### src/psat_pkg.sv
// Shared constants, types and tables for the parent-space affine transform unit.
package psat_pkg;

    localparam int FRAC_BITS       = 16;
    localparam int TRIG_ITERATIONS = 16;
    localparam int IO_FRAC         = 16;

    localparam int POS_W      = 32;
    localparam int SKEW_IN_W  = 20;
    localparam int SKEW_OUT_W = 19;
    localparam int SCALE_W    = 24;
    localparam int SKD_W      = 23;

    localparam int ANG_W        = 36;
    localparam int CW           = 34;
    localparam int ATAN_ENTRIES = 24;
    localparam int ITER_W       = $clog2(ATAN_ENTRIES);
    localparam int ANG_SHIFT    = 30 - IO_FRAC;
    localparam int TRIG_SHIFT   = 30 - FRAC_BITS;

    localparam int TRIG_W  = FRAC_BITS + 3;
    localparam int PROD_W  = SCALE_W + TRIG_W;
    localparam int COEF_W  = 26;
    localparam int DIFF_W  = POS_W + 1;
    localparam int DET_W   = 50;
    localparam int NUM_W   = 58;
    localparam int QBITS   = POS_W + IO_FRAC + 1;
    localparam int LATENCY = TRIG_ITERATIONS + QBITS + 7;

    localparam logic signed [ANG_W-1:0] ANG_PI      = 36'sd3373259426;
    localparam logic signed [ANG_W-1:0] ANG_TWO_PI  = 36'sd6746518852;
    localparam logic signed [ANG_W-1:0] ANG_HALF_PI = 36'sd1686629713;
    localparam logic signed [CW-1:0]    CORDIC_GAIN = 34'sd652032874;

    localparam logic signed [SKD_W-1:0] SKEW_PI     = 23'sd205887;
    localparam logic signed [SKD_W-1:0] SKEW_TWO_PI = 23'sd411775;

    localparam logic signed [POS_W-1:0] POS_MAX = 32'sh7FFF_FFFF;
    localparam logic signed [POS_W-1:0] POS_MIN = 32'sh8000_0000;

    typedef struct packed {
        logic signed [CW-1:0] x;
        logic signed [CW-1:0] y;
        logic signed [CW-1:0] z;
    } t_cordic;

    typedef struct packed {
        logic [DET_W-1:0] r;
        logic [QBITS-1:0] nq;
        logic [DET_W-1:0] dd;
    } t_div;

    function automatic logic signed [CW-1:0] atan_entry(input logic [ITER_W-1:0] idx);
        logic signed [CW-1:0] v;
        unique case (idx)
            5'd0:    v = 34'sh3243F6A8;
            5'd1:    v = 34'sh1DAC6705;
            5'd2:    v = 34'sh0FADBAFC;
            5'd3:    v = 34'sh07F56EA6;
            5'd4:    v = 34'sh03FEAB76;
            5'd5:    v = 34'sh01FFD55B;
            5'd6:    v = 34'sh00FFFAAA;
            5'd7:    v = 34'sh007FFF55;
            5'd8:    v = 34'sh003FFFEA;
            5'd9:    v = 34'sh001FFFFD;
            5'd10:   v = 34'sh000FFFFF;
            5'd11:   v = 34'sh0007FFFF;
            5'd12:   v = 34'sh0003FFFF;
            5'd13:   v = 34'sh0001FFFF;
            5'd14:   v = 34'sh0000FFFF;
            5'd15:   v = 34'sh00007FFF;
            5'd16:   v = 34'sh00003FFF;
            5'd17:   v = 34'sh00001FFF;
            5'd18:   v = 34'sh00000FFF;
            5'd19:   v = 34'sh000007FF;
            5'd20:   v = 34'sh000003FF;
            5'd21:   v = 34'sh000001FF;
            5'd22:   v = 34'sh000000FF;
            5'd23:   v = 34'sh0000007F;
            default: v = '0;
        endcase
        return v;
    endfunction

endpackage

### src/psat_div_cell.sv
// One registered restoring-division step producing one quotient bit.
module psat_div_cell (
    input  logic           i_clk,
    input  psat_pkg::t_div i_div,
    output psat_pkg::t_div o_div
);
    import psat_pkg::*;

    logic [DET_W:0] trial;
    logic           ge;
    t_div           n_div;
    t_div           r_div;

    assign trial = {i_div.r, i_div.nq[QBITS-1]};
    assign ge    = (trial >= {1'b0, i_div.dd});

    always_comb begin
        n_div.dd = i_div.dd;
        n_div.nq = {i_div.nq[QBITS-2:0], ge};
        if (ge) begin
            n_div.r = DET_W'(trial - {1'b0, i_div.dd});
        end else begin
            n_div.r = trial[DET_W-1:0];
        end
    end

    always_ff @(posedge i_clk) begin
        r_div <= n_div;
    end

    assign o_div = r_div;

endmodule

### config.mk
export PLATFORM = sky130hd
export DESIGN_NAME = psat_div_cell
export DESIGN_NICKNAME = d
export VERILOG_FILES = /design/src/psat_pkg.sv /design/src/psat_div_cell.sv
export SDC_FILE = /design/constraint.sdc
export NUM_CORES = 1
export LEC_CHECK = 0
export BUFFER_PORTS_ARGS = -buffer_cell sky130_fd_sc_hd__clkbuf_2
export CORE_MARGIN = 4
export CORE_UTILIZATION = 48
export DETAILED_ROUTE_END_ITERATION = 8
export GPL_TIMING_DRIVEN = 1
export HOLD_SLACK_MARGIN = 0.02
export PLACE_DENSITY = 0.92
export SETUP_SLACK_MARGIN = 0.5
export SYNTH_ARGS = -nofsm -noshare
export SYNTH_HDL_FRONTEND = slang
export SYNTH_SLANG_ARGS = --single-unit
### constraint.sdc
create_clock -name i_clk -period 4 [get_ports i_clk]
set_input_delay 0.8 -clock i_clk [delete_from_list [all_inputs] [get_ports i_clk]]
set_output_delay 0.8 -clock i_clk [all_outputs]
set_load 0.1 [all_outputs]
**Yosys cells after proc, flatten, opt, wreduce, memory -nomap -nowiden**

Cells that the tools add are included.

- Bits in registers: 149
- Output and inout port bits: 149

- Add/sub/neg operators: 1
- $lt $le $gt $ge: 1
- Multiplexer cells: 1

Operators by type and width:

| operator | number |
|---|---|
| $ge 51x50->1 | 1 |
| $mux 50 | 1 |
| $sub 50x50->50 | 1 |

**Longest topological paths before layout**

- Word-level depth: 2
- Mapped depth: 14
- Depth with buffers taken out: 13

**Worst setup path after synthesis**

Ideal clock, no wire load.

- Path kind: input-to-reg
- From: input port i_div[98] (netlist name)
- To: register r_div, in the netlist o_div[147]
- Arrival: 3.172 ns
- Setup slack: 0.711 ns
- Cell stages on the path: 13
- Buffers on the path: 0
- Cells stage by stage: inv_1 ha_1 inv_1 fa_1 a211oi_1 o211ai_1 nand4_1 a21oi_1 or3_1 a211o_2 a211oi_2 xor2_1 o21ai_1

RTL lines:

| item | RTL line | RTL |
|---|---|---|
| start, declared | psat_div_cell.sv:4 | `input psat_pkg::t_div i_div,` |
| end signal, assigned | psat_div_cell.sv:28 | `r_div <= n_div;` |
| end, declared | psat_div_cell.sv:12 | `t_div r_div;` |

==> metrics.yaml <==
outcome:
  status: "finished clean"
timing:
  fin_setup_tns_ns: 0
  layout_min_cycle_time_ns: 3.37
  period_share: 0.843
  hold_viol: 0
  setup_viol: 0
  relSlewSlack: 0.613
  slew_viol_final: 0
  fmax_ghz: 0.297
  rsz0062_at_grt: "false"
  tightest_slew_ns: 0.583
detailed_routing:
  postRouteWirelength_um: 20600
  avgRoutedWirePerCell_um: 16.7
  drc: 0
  vias: 6486
  drt-pass1-iter-count: 5
  antenna_left: 0
  routed_via_density: 5.27
  drtIter0Drc: 369
clock_tree:
  holdBufCountCts: 0
  cts_buffers: 17
  clockBufferDepth: 2
  cts_num_sinks: 149
  clk_pin_slew_worst_paths_ns: 0.07
  cts_tree: "built"
  htreeDepth: 4
  root_buffer: "clkbuf_16"
synth:
  synth.most_common_cell: "dfxtp_1"
  synthFlopType: "dfxtp_1"
  async_flop_share: 0
  syn_avg_cell_area_um2: 9.06
  netlist_area_um2: 6740
  synth_top_area_frac: 0.443
  synth_cells: 743
  yosys_warnings: 0
  synth_edf_count: 0
  synth.net_count: 944
  synth_cell_types: 70
  ys_seq_area_frac: 0.443
  synth_common_cells: "dfxtp_1, nand2_1, o21ai_0, inv_1, a21oi_1"
  synth_seq_cells: 149
  synth_top_cells_by_area: "dfxtp_1, ha_1, o21ai_0"
  yosys.area.top_type: "dfxtp_1"
hold_path:
  min_from: "i_div[76]"
  min_path_type: "in2reg"
finish:
  nNetsFinal: 1238
  syn2layout_area_growth_pct: 32.7
  largest_register_ffs: 149
  drive_gt1_frac: 0.338
  final_util: 0.646
critical_path:
  crit_path_end_kind: "flip-flop"
  startpoint: "i_div[98]"
  start_kind: "primary input"
  worst-path-max-fanout: 6
  critPathKind: "in2reg"
  critPathRequiredTime_ns: 4.33
  crit_arrival_ns: 3.70
power_and_ir_drop:
  ir_worst_vdd_v: 0.000299
  leakagePower_nw: 4.55
  powerDensity_nw_per_um2: 612
global_route:
  grt_overflow: 0
  grt_use_total: 0.251
  grt_antenna_before_repair: 1
  grt_first_pass_wirelength_um: 32200
  grt_pass1_vias: 6469
  grt_max_degree: 66
placed_design:
  numPortBuffers: 298
  gp_congestion: 0.969
  dp.final_hpwl_um: 16400
die:
  die_y_um: 126
  fp-row-count: 43
  design.die.area_um2: 16000
  coreArea_um2: 13800
  dieWidth_um: 126
  start_util: 0.487
  boundaryPins: 299
run:
  max-cap-violations: 0
[cell type report]
type | instances | area, um^2
Sequential cell | 149 | 2980
Fill cell | 1108 | 4890
Timing Repair Buffer | 300 | 1520
Inverter | 65 | 244
Clock buffer | 18 | 439
Clock inverter | 14 | 156
Antenna cell | 1 | 2.50
Tap cell | 180 | 225
Multi-Input combinational cell | 504 | 3370
[cell usage in the layout, fill, tap and decap left out, types with 7 or more instances in the layout]
| master | count |
|---|---|
| xor2_1 | 20 |
| dfxtp_1 | 149 |
| a31oi_1 | 7 |
| xnor2_1 | 22 |
| nand4_1 | 14 |
| inv_1 | 65 |
| nand3_1 | 14 |
| clkbuf_16 | 17 |
| a21oi_1 | 64 |
| nand2_1 | 84 |
| o21bai_1 | 12 |
| nor3_1 | 9 |
| ha_1 | 50 |
| nor2_1 | 25 |
| o211ai_1 | 7 |
| clkbuf_2 | 298 |
| o21ai_0 | 69 |
| and3_1 | 8 |
| a21o_1 | 22 |
[layer usage]
layer / GRT usage / vias to the layer above / share of wire
li1: - / 3174 / -
met1: 0.296 / 2970 / 0.40
met2: 0.432 / 296 / 0.50
met3: 0.0602 / 46 / 0.075
met4: 0.112 / 0 / 0.031
met5: 0 / - / 0
[path summary, 6_finish.rpt]
path                                  to  cells after the start
worst min-delay path   o_div[77]$_DFF_P_                      1
worst max-delay path  o_div[147]$_DFF_P_                     14
[power breakdown]
part	switching [mW]	total (mW)	leakage [nW]	internal (mW)
Clock	0.711	1.62	0.289	0.905
Combinational	1.74	2.15	3.00	0.412
Sequential	0.0497	1.70	1.26	1.65
[metrics by stage]
stage,std cells,hold slack [ns],setup WS [ns],total power [mW],area (um^2)
final,1231,0.461,0.629,5.47,8930
after CTS,1230,0.448,0.670,5.48,8920
after global placement,1198,0.902,0.379,3.84,8320
after global routing,1231,0.444,0.490,5.66,8930
after detailed placement,1198,0.904,0.286,3.86,8320
after floorplan,743,0.828,0.711,3.47,6740
[timing repair]
action | in CTS | in global routing
gates resized for setup | 0 | 2
endpoints found under the setup margin | 0 | 4
hold endpoints to repair | 0 | 0
setup buffers | 0 | 0
[critical path: stages]
cell and delay [ns]:
clkbuf_2 0.09, inv_1 0.06, ha_1 0.17, inv_1 0.07, fa_1 0.43, a211oi_2 0.29, o211ai_1 0.17, nand4_1 0.16
a21oi_1 0.15, or3_1 0.39, a211o_4 0.39, a211oi_2 0.26, xor2_1 0.19, o21ai_1 0.08
[cells by family after synthesis]
| family | Yosys count | synth area share |
|---|---|---|
| adder cells (fa/ha/maj) | 51 | 0.0959 |
| flip-flops | 149 | 0.443 |
| buffers and inverters | 90 | 0.0593 |
| AND/OR/NAND/NOR | 189 | 0.138 |
| XOR/XNOR | 42 | 0.0546 |
| multiplexers | 6 | 0.0104 |
| AO/OA/AOI/OAI | 216 | 0.199 |
(Power assumes the default switching activity.)
