$ cat src/psat_pkg.sv
// Shared constants, types and tables for the parent-space affine transform unit.
package psat_pkg;

    localparam int FRAC_BITS       = 16;
    localparam int TRIG_ITERATIONS = 16;
    localparam int IO_FRAC         = 16;

    localparam int POS_W      = 32;
    localparam int SKEW_IN_W  = 20;
    localparam int SKEW_OUT_W = 19;
    localparam int SCALE_W    = 24;
    localparam int SKD_W      = 23;

    localparam int ANG_W        = 36;
    localparam int CW           = 34;
    localparam int ATAN_ENTRIES = 24;
    localparam int ITER_W       = $clog2(ATAN_ENTRIES);
    localparam int ANG_SHIFT    = 30 - IO_FRAC;
    localparam int TRIG_SHIFT   = 30 - FRAC_BITS;

    localparam int TRIG_W  = FRAC_BITS + 3;
    localparam int PROD_W  = SCALE_W + TRIG_W;
    localparam int COEF_W  = 26;
    localparam int DIFF_W  = POS_W + 1;
    localparam int DET_W   = 50;
    localparam int NUM_W   = 58;
    localparam int QBITS   = POS_W + IO_FRAC + 1;
    localparam int LATENCY = TRIG_ITERATIONS + QBITS + 7;

    localparam logic signed [ANG_W-1:0] ANG_PI      = 36'sd3373259426;
    localparam logic signed [ANG_W-1:0] ANG_TWO_PI  = 36'sd6746518852;
    localparam logic signed [ANG_W-1:0] ANG_HALF_PI = 36'sd1686629713;
    localparam logic signed [CW-1:0]    CORDIC_GAIN = 34'sd652032874;

    localparam logic signed [SKD_W-1:0] SKEW_PI     = 23'sd205887;
    localparam logic signed [SKD_W-1:0] SKEW_TWO_PI = 23'sd411775;

    localparam logic signed [POS_W-1:0] POS_MAX = 32'sh7FFF_FFFF;
    localparam logic signed [POS_W-1:0] POS_MIN = 32'sh8000_0000;

    typedef struct packed {
        logic signed [CW-1:0] x;
        logic signed [CW-1:0] y;
        logic signed [CW-1:0] z;
    } t_cordic;

    typedef struct packed {
        logic [DET_W-1:0] r;
        logic [QBITS-1:0] nq;
        logic [DET_W-1:0] dd;
    } t_div;

    function automatic logic signed [CW-1:0] atan_entry(input logic [ITER_W-1:0] idx);
        logic signed [CW-1:0] v;
        unique case (idx)
            5'd0:    v = 34'sh3243F6A8;
            5'd1:    v = 34'sh1DAC6705;
            5'd2:    v = 34'sh0FADBAFC;
            5'd3:    v = 34'sh07F56EA6;
            5'd4:    v = 34'sh03FEAB76;
            5'd5:    v = 34'sh01FFD55B;
            5'd6:    v = 34'sh00FFFAAA;
            5'd7:    v = 34'sh007FFF55;
            5'd8:    v = 34'sh003FFFEA;
            5'd9:    v = 34'sh001FFFFD;
            5'd10:   v = 34'sh000FFFFF;
            5'd11:   v = 34'sh0007FFFF;
            5'd12:   v = 34'sh0003FFFF;
            5'd13:   v = 34'sh0001FFFF;
            5'd14:   v = 34'sh0000FFFF;
            5'd15:   v = 34'sh00007FFF;
            5'd16:   v = 34'sh00003FFF;
            5'd17:   v = 34'sh00001FFF;
            5'd18:   v = 34'sh00000FFF;
            5'd19:   v = 34'sh000007FF;
            5'd20:   v = 34'sh000003FF;
            5'd21:   v = 34'sh000001FF;
            5'd22:   v = 34'sh000000FF;
            5'd23:   v = 34'sh0000007F;
            default: v = '0;
        endcase
        return v;
    endfunction

endpackage

$ cat src/psat_cordic_cell.sv
// One registered CORDIC rotation step.
module psat_cordic_cell (
    input  logic                      i_clk,
    input  logic [psat_pkg::ITER_W-1:0] i_iter,
    input  psat_pkg::t_cordic         i_vec,
    output psat_pkg::t_cordic         o_vec
);
    import psat_pkg::*;

    logic signed [CW-1:0] xs;
    logic signed [CW-1:0] ys;
    logic signed [CW-1:0] at;
    t_cordic              n_vec;
    t_cordic              r_vec;

    assign xs = $signed(i_vec.x) >>> i_iter;
    assign ys = $signed(i_vec.y) >>> i_iter;
    assign at = atan_entry(i_iter);

    always_comb begin
        if (!i_vec.z[CW-1]) begin
            n_vec.x = $signed(i_vec.x) - ys;
            n_vec.y = $signed(i_vec.y) + xs;
            n_vec.z = $signed(i_vec.z) - at;
        end else begin
            n_vec.x = $signed(i_vec.x) + ys;
            n_vec.y = $signed(i_vec.y) - xs;
            n_vec.z = $signed(i_vec.z) + at;
        end
    end

    always_ff @(posedge i_clk) begin
        r_vec <= n_vec;
    end

    assign o_vec = r_vec;

endmodule

$ cat config.mk
export PLATFORM = sky130hd
export DESIGN_NAME = psat_cordic_cell
export DESIGN_NICKNAME = d
export VERILOG_FILES = /design/src/psat_pkg.sv /design/src/psat_cordic_cell.sv
export SDC_FILE = /design/constraint.sdc
export NUM_CORES = 1
export LEC_CHECK = 0
export ABC_AREA = 1
export ABC_CLOCK_PERIOD_IN_PS = 3950
export BUFFER_PORTS_ARGS = -buffer_cell sky130_fd_sc_hd__buf_2
export CORE_MARGIN = 2
export CORE_UTILIZATION = 54
export DETAILED_ROUTE_END_ITERATION = 16
export PLACE_DENSITY = 0.79
export SYNTH_ARGS = -nofsm -noshare
export SYNTH_HDL_FRONTEND = slang
export SYNTH_SLANG_ARGS = --single-unit
$ cat constraint.sdc
create_clock -name i_clk -period 3.95 [get_ports i_clk]
set_clock_uncertainty 0.2 [all_clocks]
set_input_delay 0.395 -clock i_clk [delete_from_list [all_inputs] [get_ports i_clk]]
set_output_delay 0.395 -clock i_clk [all_outputs]
set_load 0.02 [all_outputs]
==> results of run 1 <==
## cells in the mapped netlist (13+ instances only)
master    count  area [µm²]
a21o_1       13        97.6
a21oi_1     130         651
inv_1       180         676
o21ai_0      80         400
dfxtp_1     102        2040
buf_2        32         160
nand2_2      16         100
nand2_1     775        2910
a31oi_1      14        87.6
clkbuf_1     32         120
xor2_1      128        1120
nand4_1      28         175
xnor2_1      37         324
nand3_1     396        1980
nor2_1      175         657
ha_1        110        1380
## per-layer routing
layer,overflow,global-route usage (%)
met1,16,83.1
met2,143,99.1
met3,19,74.6
met4,96,88.9
met5,2,54.4
## timing repair
action	in CTS
pin swaps	111
endpoints found under the setup margin	54
cloned	9
buffers inserted	35
gates resized for setup	318
## through the flow
| step | worst slack [ns] | util, % | cell area (µm²) |
|---|---|---|---|
| after floorplan | -0.0359 | - | 13900 |
| after global placement | -0.682 | 77.8 | 19600 |
| after detailed placement | -0.784 | 77.8 | 19600 |
| after CTS | -0.0502 | 86.5 | 21800 |
## cells by family after synthesis
logic type,after synthesis,share of synthesized area [%]
flops,102,14.7
fa+ha+maj,113,10.4
simple gates,1437,44.6
buf+inv,278,8.31
compound gates,282,11.5
xor+xnor,165,10.4
==> out/metrics.cfg, run 1 <==
[synth]
synthFlopType=dfxtp_1
synth_edf_count=0
yosysSeqAreaShare_pct=14.7
ys_types=49
yosys_warnings=0
async_flop_share_pct=0
avgSynthCellArea_um2=5.83
synth_cells=2377
synthesis.area_mm2=0.0138
ys_ff_latch=102
syn_nets=2598

[timing]
worst_endpoint_kind=register data pin
grt_worst_setup_endpoint=o_vec[61]$_DFF_P_/D

[cts]
cts_made_buffers=9
cts_sinks=102
cts_buffer_depth=2
clockRootBuffer=clkbuf_16
hold_buffers=0
h-tree-depth=3

[placed_design]
place_hpwl_um=47300
io_buffers=209
gp_congestion=1.08
place_inst=3420

[global_routing]
grt_usage_pct=85.8
overflow=276
grt_max_degree=32

[status]
error=[ERROR GRT-0232] Routing congestion too high. Check the congestion heatmap in the GUI.
status=aborted with a tool error
haltStage=global routing (5_1_grt)

[die]
num_rows=58
io_pins=210
die_x_um=164
initial_utilization_pct=55.0
die_y_um=164

==> run 2, diff against run 1 <==
--- a/config.mk
+++ b/config.mk
@@ -6,12 +6,12 @@
 export NUM_CORES = 1
 export LEC_CHECK = 0
 export ABC_AREA = 1
-export ABC_CLOCK_PERIOD_IN_PS = 3950
+export ABC_CLOCK_PERIOD_IN_PS = 5100
 export BUFFER_PORTS_ARGS = -buffer_cell sky130_fd_sc_hd__buf_2
 export CORE_MARGIN = 2
-export CORE_UTILIZATION = 54
+export CORE_UTILIZATION = 40
 export DETAILED_ROUTE_END_ITERATION = 16
-export PLACE_DENSITY = 0.79
+export PLACE_DENSITY_LB_ADDON = 0.15
 export SYNTH_ARGS = -nofsm -noshare
 export SYNTH_HDL_FRONTEND = slang
 export SYNTH_SLANG_ARGS = --single-unit
==> constraint.sdc (replaced) <==
create_clock -name i_clk -period 5.1 [get_ports i_clk]
set_clock_uncertainty 0.2 [all_clocks]
set_input_delay 0.51 -clock i_clk [delete_from_list [all_inputs] [get_ports i_clk]]
set_output_delay 0.51 -clock i_clk [all_outputs]
set_load 0.02 [all_outputs]
==> run 2 against run 1 <==
Net effect: the flow now finishes without violations; synthesized cell count unchanged; synthesized area unchanged.
==> out/metrics.cfg, run 2 <==
[status]
status=finished, final reports clean

[worst_setup_path]
end_kind=register
worst_setup_path_start_kind=input pin
crit_type=in -> reg
crit_fanout=38
worstPathArrival_ns=4.79
required_ns=5.15

[synth]
yosys_warnings=0  ; unchanged
synth_commonest_cells=775 x nand2_1, 396 x nand3_1, 180 x inv_1
synth_top_area_share_pct=21.0  ; unchanged
ys_ff_latch=102  ; unchanged
syn_nets=2598  ; unchanged
synth_top_area_cell=nand2_1
async_flop_share_pct=0  ; unchanged
synth_cells=2377  ; unchanged
synth_edf_count=0  ; unchanged
avgSynthCellArea_um2=5.83  ; unchanged
yosysMostFrequentCell=nand2_1
synthesis.area_mm2=0.0138  ; unchanged
yosysSeqAreaShare_pct=14.7  ; unchanged
yosys-top-cells-area=nand2_1 21%, dfxtp_1 15%, nand3_1 14%, ha_1 9.9%, xor2_1 8.1%
synthFlopType=dfxtp_1
ys_types=49  ; unchanged

[timing]
rsz0062_at_grt=no
drv_slew=0
finalHoldViolations=0
setup_ws_ns=0.363
setup_viol=0
hold-worst-slack_ns=0.153
post-route-period-util_pct=92.9
finalSetupTns_ns=0
worst_pin_slew_ns=0.735
slew_headroom_pct=50.9
fmax_mhz=211
timing.final.crit_period_ns=4.74

[cts]
cts_made_buffers=9  ; unchanged
cts_tree=done
path_clk_slew_ns=0.06
cts_buffer_depth=2  ; unchanged
cts_sinks=102  ; unchanged
cts_setup_buffers=0  ; -100%
clockRootBuffer=clkbuf_16
h-tree-depth=3  ; unchanged

[worst_hold_path]
worstHoldPathType=in -> reg

[run]
cap_violations=0

[layout]
largest_reg_flops=102
drive_above_1_share_pct=13.3
area.growth.synth_to_final_pct=14.4
fin_nets=2779
layout_common_cells=775 x nand2_1, 396 x nand3_1, 209 x buf_2, 179 x inv_1, 174 x nor2_1
diodes=0
final_common_cell=nand2_1
fill_cells=3856

[global_routing]
grt_pass1_vias=15400
grt_usage_pct=28.8
grt_max_degree=73
grt_pass1_wl_um=82000
antenna_found_initial=1
overflow=0

[die]
die_y_um=190  ; +16%
initial_utilization_pct=40.4  ; -15 points
num_rows=68  ; +17%
coreArea_mm2=0.0343
dieArea_mm2=0.0361
die_x_um=190  ; +16%
io_pins=210  ; unchanged

[pwr]
p_leak_nw=8.37
power_density_mw_per_mm2=317
max-vdd-ir-drop_mv=0.217
p_total_mw=5.02

[route]
met3RoutedLength_um=3260
routed_wl_um=52500
first_iter_violations=1347
ant_nets=0
via_per_inst=5.41
vias=16300
wl_met1_um=24100
wire_per_inst_um=17.4
drc=0
top_layer_used=met5
wl_met2_um=24300
dr.pass1.iters=5

[placed_design]
place_hpwl_um=44000  ; -7.1%
io_buffers=209  ; unchanged
pre_cts_ws_ns=-0.146  ; +0.638 ns
gp_congestion=0.969  ; -10%

[run 2: cell counts after synthesis]
No cell type changed its count.
[run 2: critical path, cell delays in order]
cell	delay [ns]
buf_2	0.11
buf_4	0.35
buf_4	0.21
ha_1	0.17
nand2_1	0.11
a221oi_2	0.43
ha_1	0.27
inv_1	0.05
nor3_1	0.28
nor2_1	0.09
xor2_1	0.15
ha_1	0.33
nand2_1	0.09
inv_1	0.04
a21oi_1	0.22
o21ai_0	0.20
nand2_1	0.11
nand2_1	0.15
nand2_1	0.09
nand2_1	0.10
a21boi_0	0.35
o21ai_0	0.18
xor2_1	0.17
[run 2: where the power goes]
part | total [mW] | leakage (nW) | switching [mW] | internal [mW]
logic | 3.02 | 7.35 | 2.00 | 1.02
registers | 1.22 | 0.861 | 0.0738 | 1.15
clock network | 0.775 | 0.156 | 0.331 | 0.444
total | 5.02 | 8.37 | 2.41 | 2.61
[run 2: kinds of logic (layout without fill, tap and decap cells)]
group                    count (synthesis)  after routing  synth area share, %
adder cells (fa/ha/maj)                113            113                 10.4
XOR/XNOR                               165            165                 10.4
flip-flops                             102            102                 14.7
buffers and inverters                  278            464                 8.31
AND/OR/NAND/NOR                       1437           1437                 44.6
AO/OA/AOI/OAI                          282            282                 11.5
[run 2: cell type report]
cell class | instances | area (µm²) | share of cell area (%)
clock buffers | 11 | 243 | 1.53
clock inverters | 5 | 81.3 | 0.513
inverters | 192 | 721 | 4.55
multi-input cells | 1997 | 10700 | 67.4
flip-flops and latches | 102 | 2040 | 12.9
well taps | 455 | 569 | 3.59
repair buffers | 256 | 1510 | 9.54
[run 2: what timing repair did]
action	4_1_cts	5_1_grt
setup endpoints to repair	0	10
resized for setup	0	7
hold buffers	0	0
[run 2: path summary, 6_finish.rpt]
path  cells past startpoint  slack, ns           endpoint      start
max                      23       0.36  o_vec[24]$_DFF_P_  i_iter[0]
min                       2       0.15   o_vec[0]$_DFF_P_   i_vec[0]
[run 2: per-stage QoR]
step	area (µm²)	utilization, %	std cells
global route	15800	46.2	3018
finish	15800	46.2	3018
global placement	15500	45.2	3002
floorplan	13800	-	2377
CTS	15800	46.1	3018
detailed placement	15500	45.2	3002
[run 2: metal layers]
layer,up-vias,global-route usage (%)
li1,8197,-
met1,7557,38.9
met2,530,48.2
met3,55,4.10
met4,2,6.77
met5,-,0
Note: power is estimated with default switching activity, not from simulation.
==> run 3, diff against run 2 <==
==> constraint.sdc (replaced) <==
create_clock -name i_clk -period 5.1 [get_ports i_clk]
set_clock_uncertainty 0.2 [all_clocks]
set_input_delay 0.255 -clock i_clk [delete_from_list [all_inputs] [get_ports i_clk]]
set_output_delay 0.255 -clock i_clk [all_outputs]
set_load 0.02 [all_outputs]
==> run 3 against run 2 <==
Net effect: sequential power about the same; critical path depth grew 2; non-clock buffer count increased by 3; cell area shrank 0.17%; largest power group unchanged; highest routed layer unchanged.
==> out/metrics.cfg, run 3 (synthesized netlist as in run 2, its figures left out) <==
[global_routing]
antenna_found_initial=1  ; unchanged
grt_pass1_wl_um=82900  ; +1.0%
overflow=0  ; unchanged
grt_pass1_vias=15400  ; +0.052%
grt_max_degree=61  ; -16%
grt_usage_pct=29.2  ; +0.47 points

[layout]
drive_above_1_share_pct=13.0  ; -0.25 points
multi_input_area_mm2=0.0107  ; -0.21%
largest_reg_flops=102  ; unchanged
final_common_cell=nand2_1
fill_cells=3854  ; -0.052%
seq_area_mm2=0.00204  ; unchanged
fin_nets=2782  ; +0.11%
layout_common_cells=775 x nand2_1, 396 x nand3_1, 209 x buf_2, 179 x inv_1, 175 x nor2_1
area.growth.synth_to_final_pct=14.2
final_area_mm2=0.0158  ; -0.17%

[worst_setup_path]
crit_fanout=44  ; +16%
required_ns=5.18  ; +0.03 ns
worstPathArrival_ns=4.70  ; -0.09 ns
worst_setup_path_start_kind=input pin
crit_type=in -> reg
end_kind=register

[timing]
worst_pin_slew_ns=0.824  ; +0.0893 ns
hold-worst-slack_ns=0.0619  ; -0.0911 ns
finalSetupTns_ns=0  ; unchanged
fmax_mhz=216  ; +2.5%
slew_headroom_pct=44.8  ; -6.1 points
setup_viol=0  ; unchanged
rsz0062_at_grt=no
post-route-period-util_pct=90.7  ; -2.2 points
finalHoldViolations=0  ; unchanged
timing.final.crit_period_ns=4.62  ; -0.114 ns
drv_slew=0  ; unchanged

[cts]
h-tree-depth=3  ; unchanged
cts_resized=0  ; unchanged
cts_sinks=102  ; unchanged
cts_buffer_depth=2  ; unchanged
clockRootBuffer=clkbuf_16
cts_tree=done
path_clk_slew_ns=0.08  ; +0.02 ns
cts_made_buffers=9  ; unchanged
cts_setup_buffers=0  ; unchanged

[die]
dieArea_mm2=0.0361  ; unchanged
io_pins=210  ; unchanged
die_x_um=190  ; unchanged
num_rows=68  ; unchanged
coreArea_mm2=0.0343  ; unchanged
initial_utilization_pct=40.4  ; unchanged
die_y_um=190  ; unchanged

[placed_design]
place_area_mm2=0.0155  ; -0.29%
io_buffers=209  ; unchanged
gp_congestion=0.968  ; about the same
place_hpwl_um=44700  ; +1.6%

[route]
ant_nets=0  ; unchanged
drc=0  ; unchanged
first_iter_violations=1324  ; -1.7%
via_per_inst=5.43  ; +0.33%
top_layer_used=met5
wire_per_inst_um=17.7  ; +1.6%
dr.pass1.iters=6  ; +1
wl_met1_um=24000  ; -0.41%
met3RoutedLength_um=3520  ; +8.2%
wl_met2_um=24100  ; -0.66%
routed_wl_um=53400  ; +1.7%
vias=16400  ; +0.46%

[pwr]
p_leak_nw=8.37  ; about the same
max-vdd-ir-drop_mv=0.217  ; +0.19%
power_density_mw_per_mm2=316  ; -0.28%
p_total_mw=4.99  ; -0.45%

[run]
cap_violations=0  ; unchanged

[status]
status=finished, final reports clean

[worst_hold_path]
worstHoldPathType=in -> reg

[run 3: cell count changes in the layout (fill, tap and decap cells not counted), moves of 2 or more]
cell	change
dlygate4sd3_1	+4
o21ai_1	-2
nor3_2	-2
nor3_1	+2
buf_12	-3
buf_4	+2
o21ai_0	+2
[run 3: path summary, 6_finish.rpt]
check                  from           endpoint  slack, ns  depth (start not counted)
hold / removal    i_vec[32]  o_vec[32]$_DFF_P_       0.06                          3
setup / recovery  i_iter[0]  o_vec[95]$_DFF_P_       0.48                         25
[run 3: what timing repair did]
| action | in CTS | in global routing |
|---|---|---|
| setup endpoints to repair | 0 | 0 |
| hold endpoints to repair | 4 | 0 |
| hold buffers | 4 | 0 |
[run 3: power by group]
group | internal (mW) | switching (mW)
clock network | 0.435 | 0.345
registers | 1.15 | 0.0689
logic | 1.01 | 1.99
total | 2.59 | 2.41
[run 3: routing by layer]
| layer | global-route usage (%) | up-vias |
|---|---|---|
| li1 | - | 8210 |
| met1 | 38.9 | 7506 |
| met2 | 48.2 | 610 |
| met3 | 4.02 | 88 |
| met4 | 10.6 | 2 |
| met5 | 0 | - |
[run 3: cell type report]
class	instances	area share, %
repair buffers	259	9.52
flip-flops and latches	102	12.9
diodes	1	0.0158
clock inverters	6	0.593
well taps	455	3.60
clock buffers	10	1.45
multi-input cells	1997	67.4
inverters	192	4.56
[run 3: worst max-delay path: stages]
cell and delay [ns]:
buf_2 0.11, buf_4 0.41, o21ai_0 0.20, o211ai_1 0.25
nand4_1 0.17, nand2_1 0.23, ha_1 0.21, inv_1 0.06
nor3_2 0.25, nand2_1 0.15, nor2_1 0.17, nor2_1 0.07
xor2_1 0.14, inv_1 0.06, ha_1 0.36, nand2_1 0.09
nor2_1 0.15, nand2_1 0.11, nor3_1 0.33, a21oi_1 0.20
o21ai_0 0.29, nand2_1 0.09, nand2_1 0.11, a21oi_1 0.09
xnor2_1 0.13
[run 3: stage by stage]
stage | setup WS [ns] | instances | util [%]
final | 0.477 | 3022 | 46.1
after detailed placement | 0.151 | 3001 | 45.1
after floorplan | 1.02 | 2377 | -
after global routing | 0.0587 | 3021 | 46.1
after CTS | 0.536 | 3021 | 46.1
after global placement | 0.195 | 3001 | 45.1
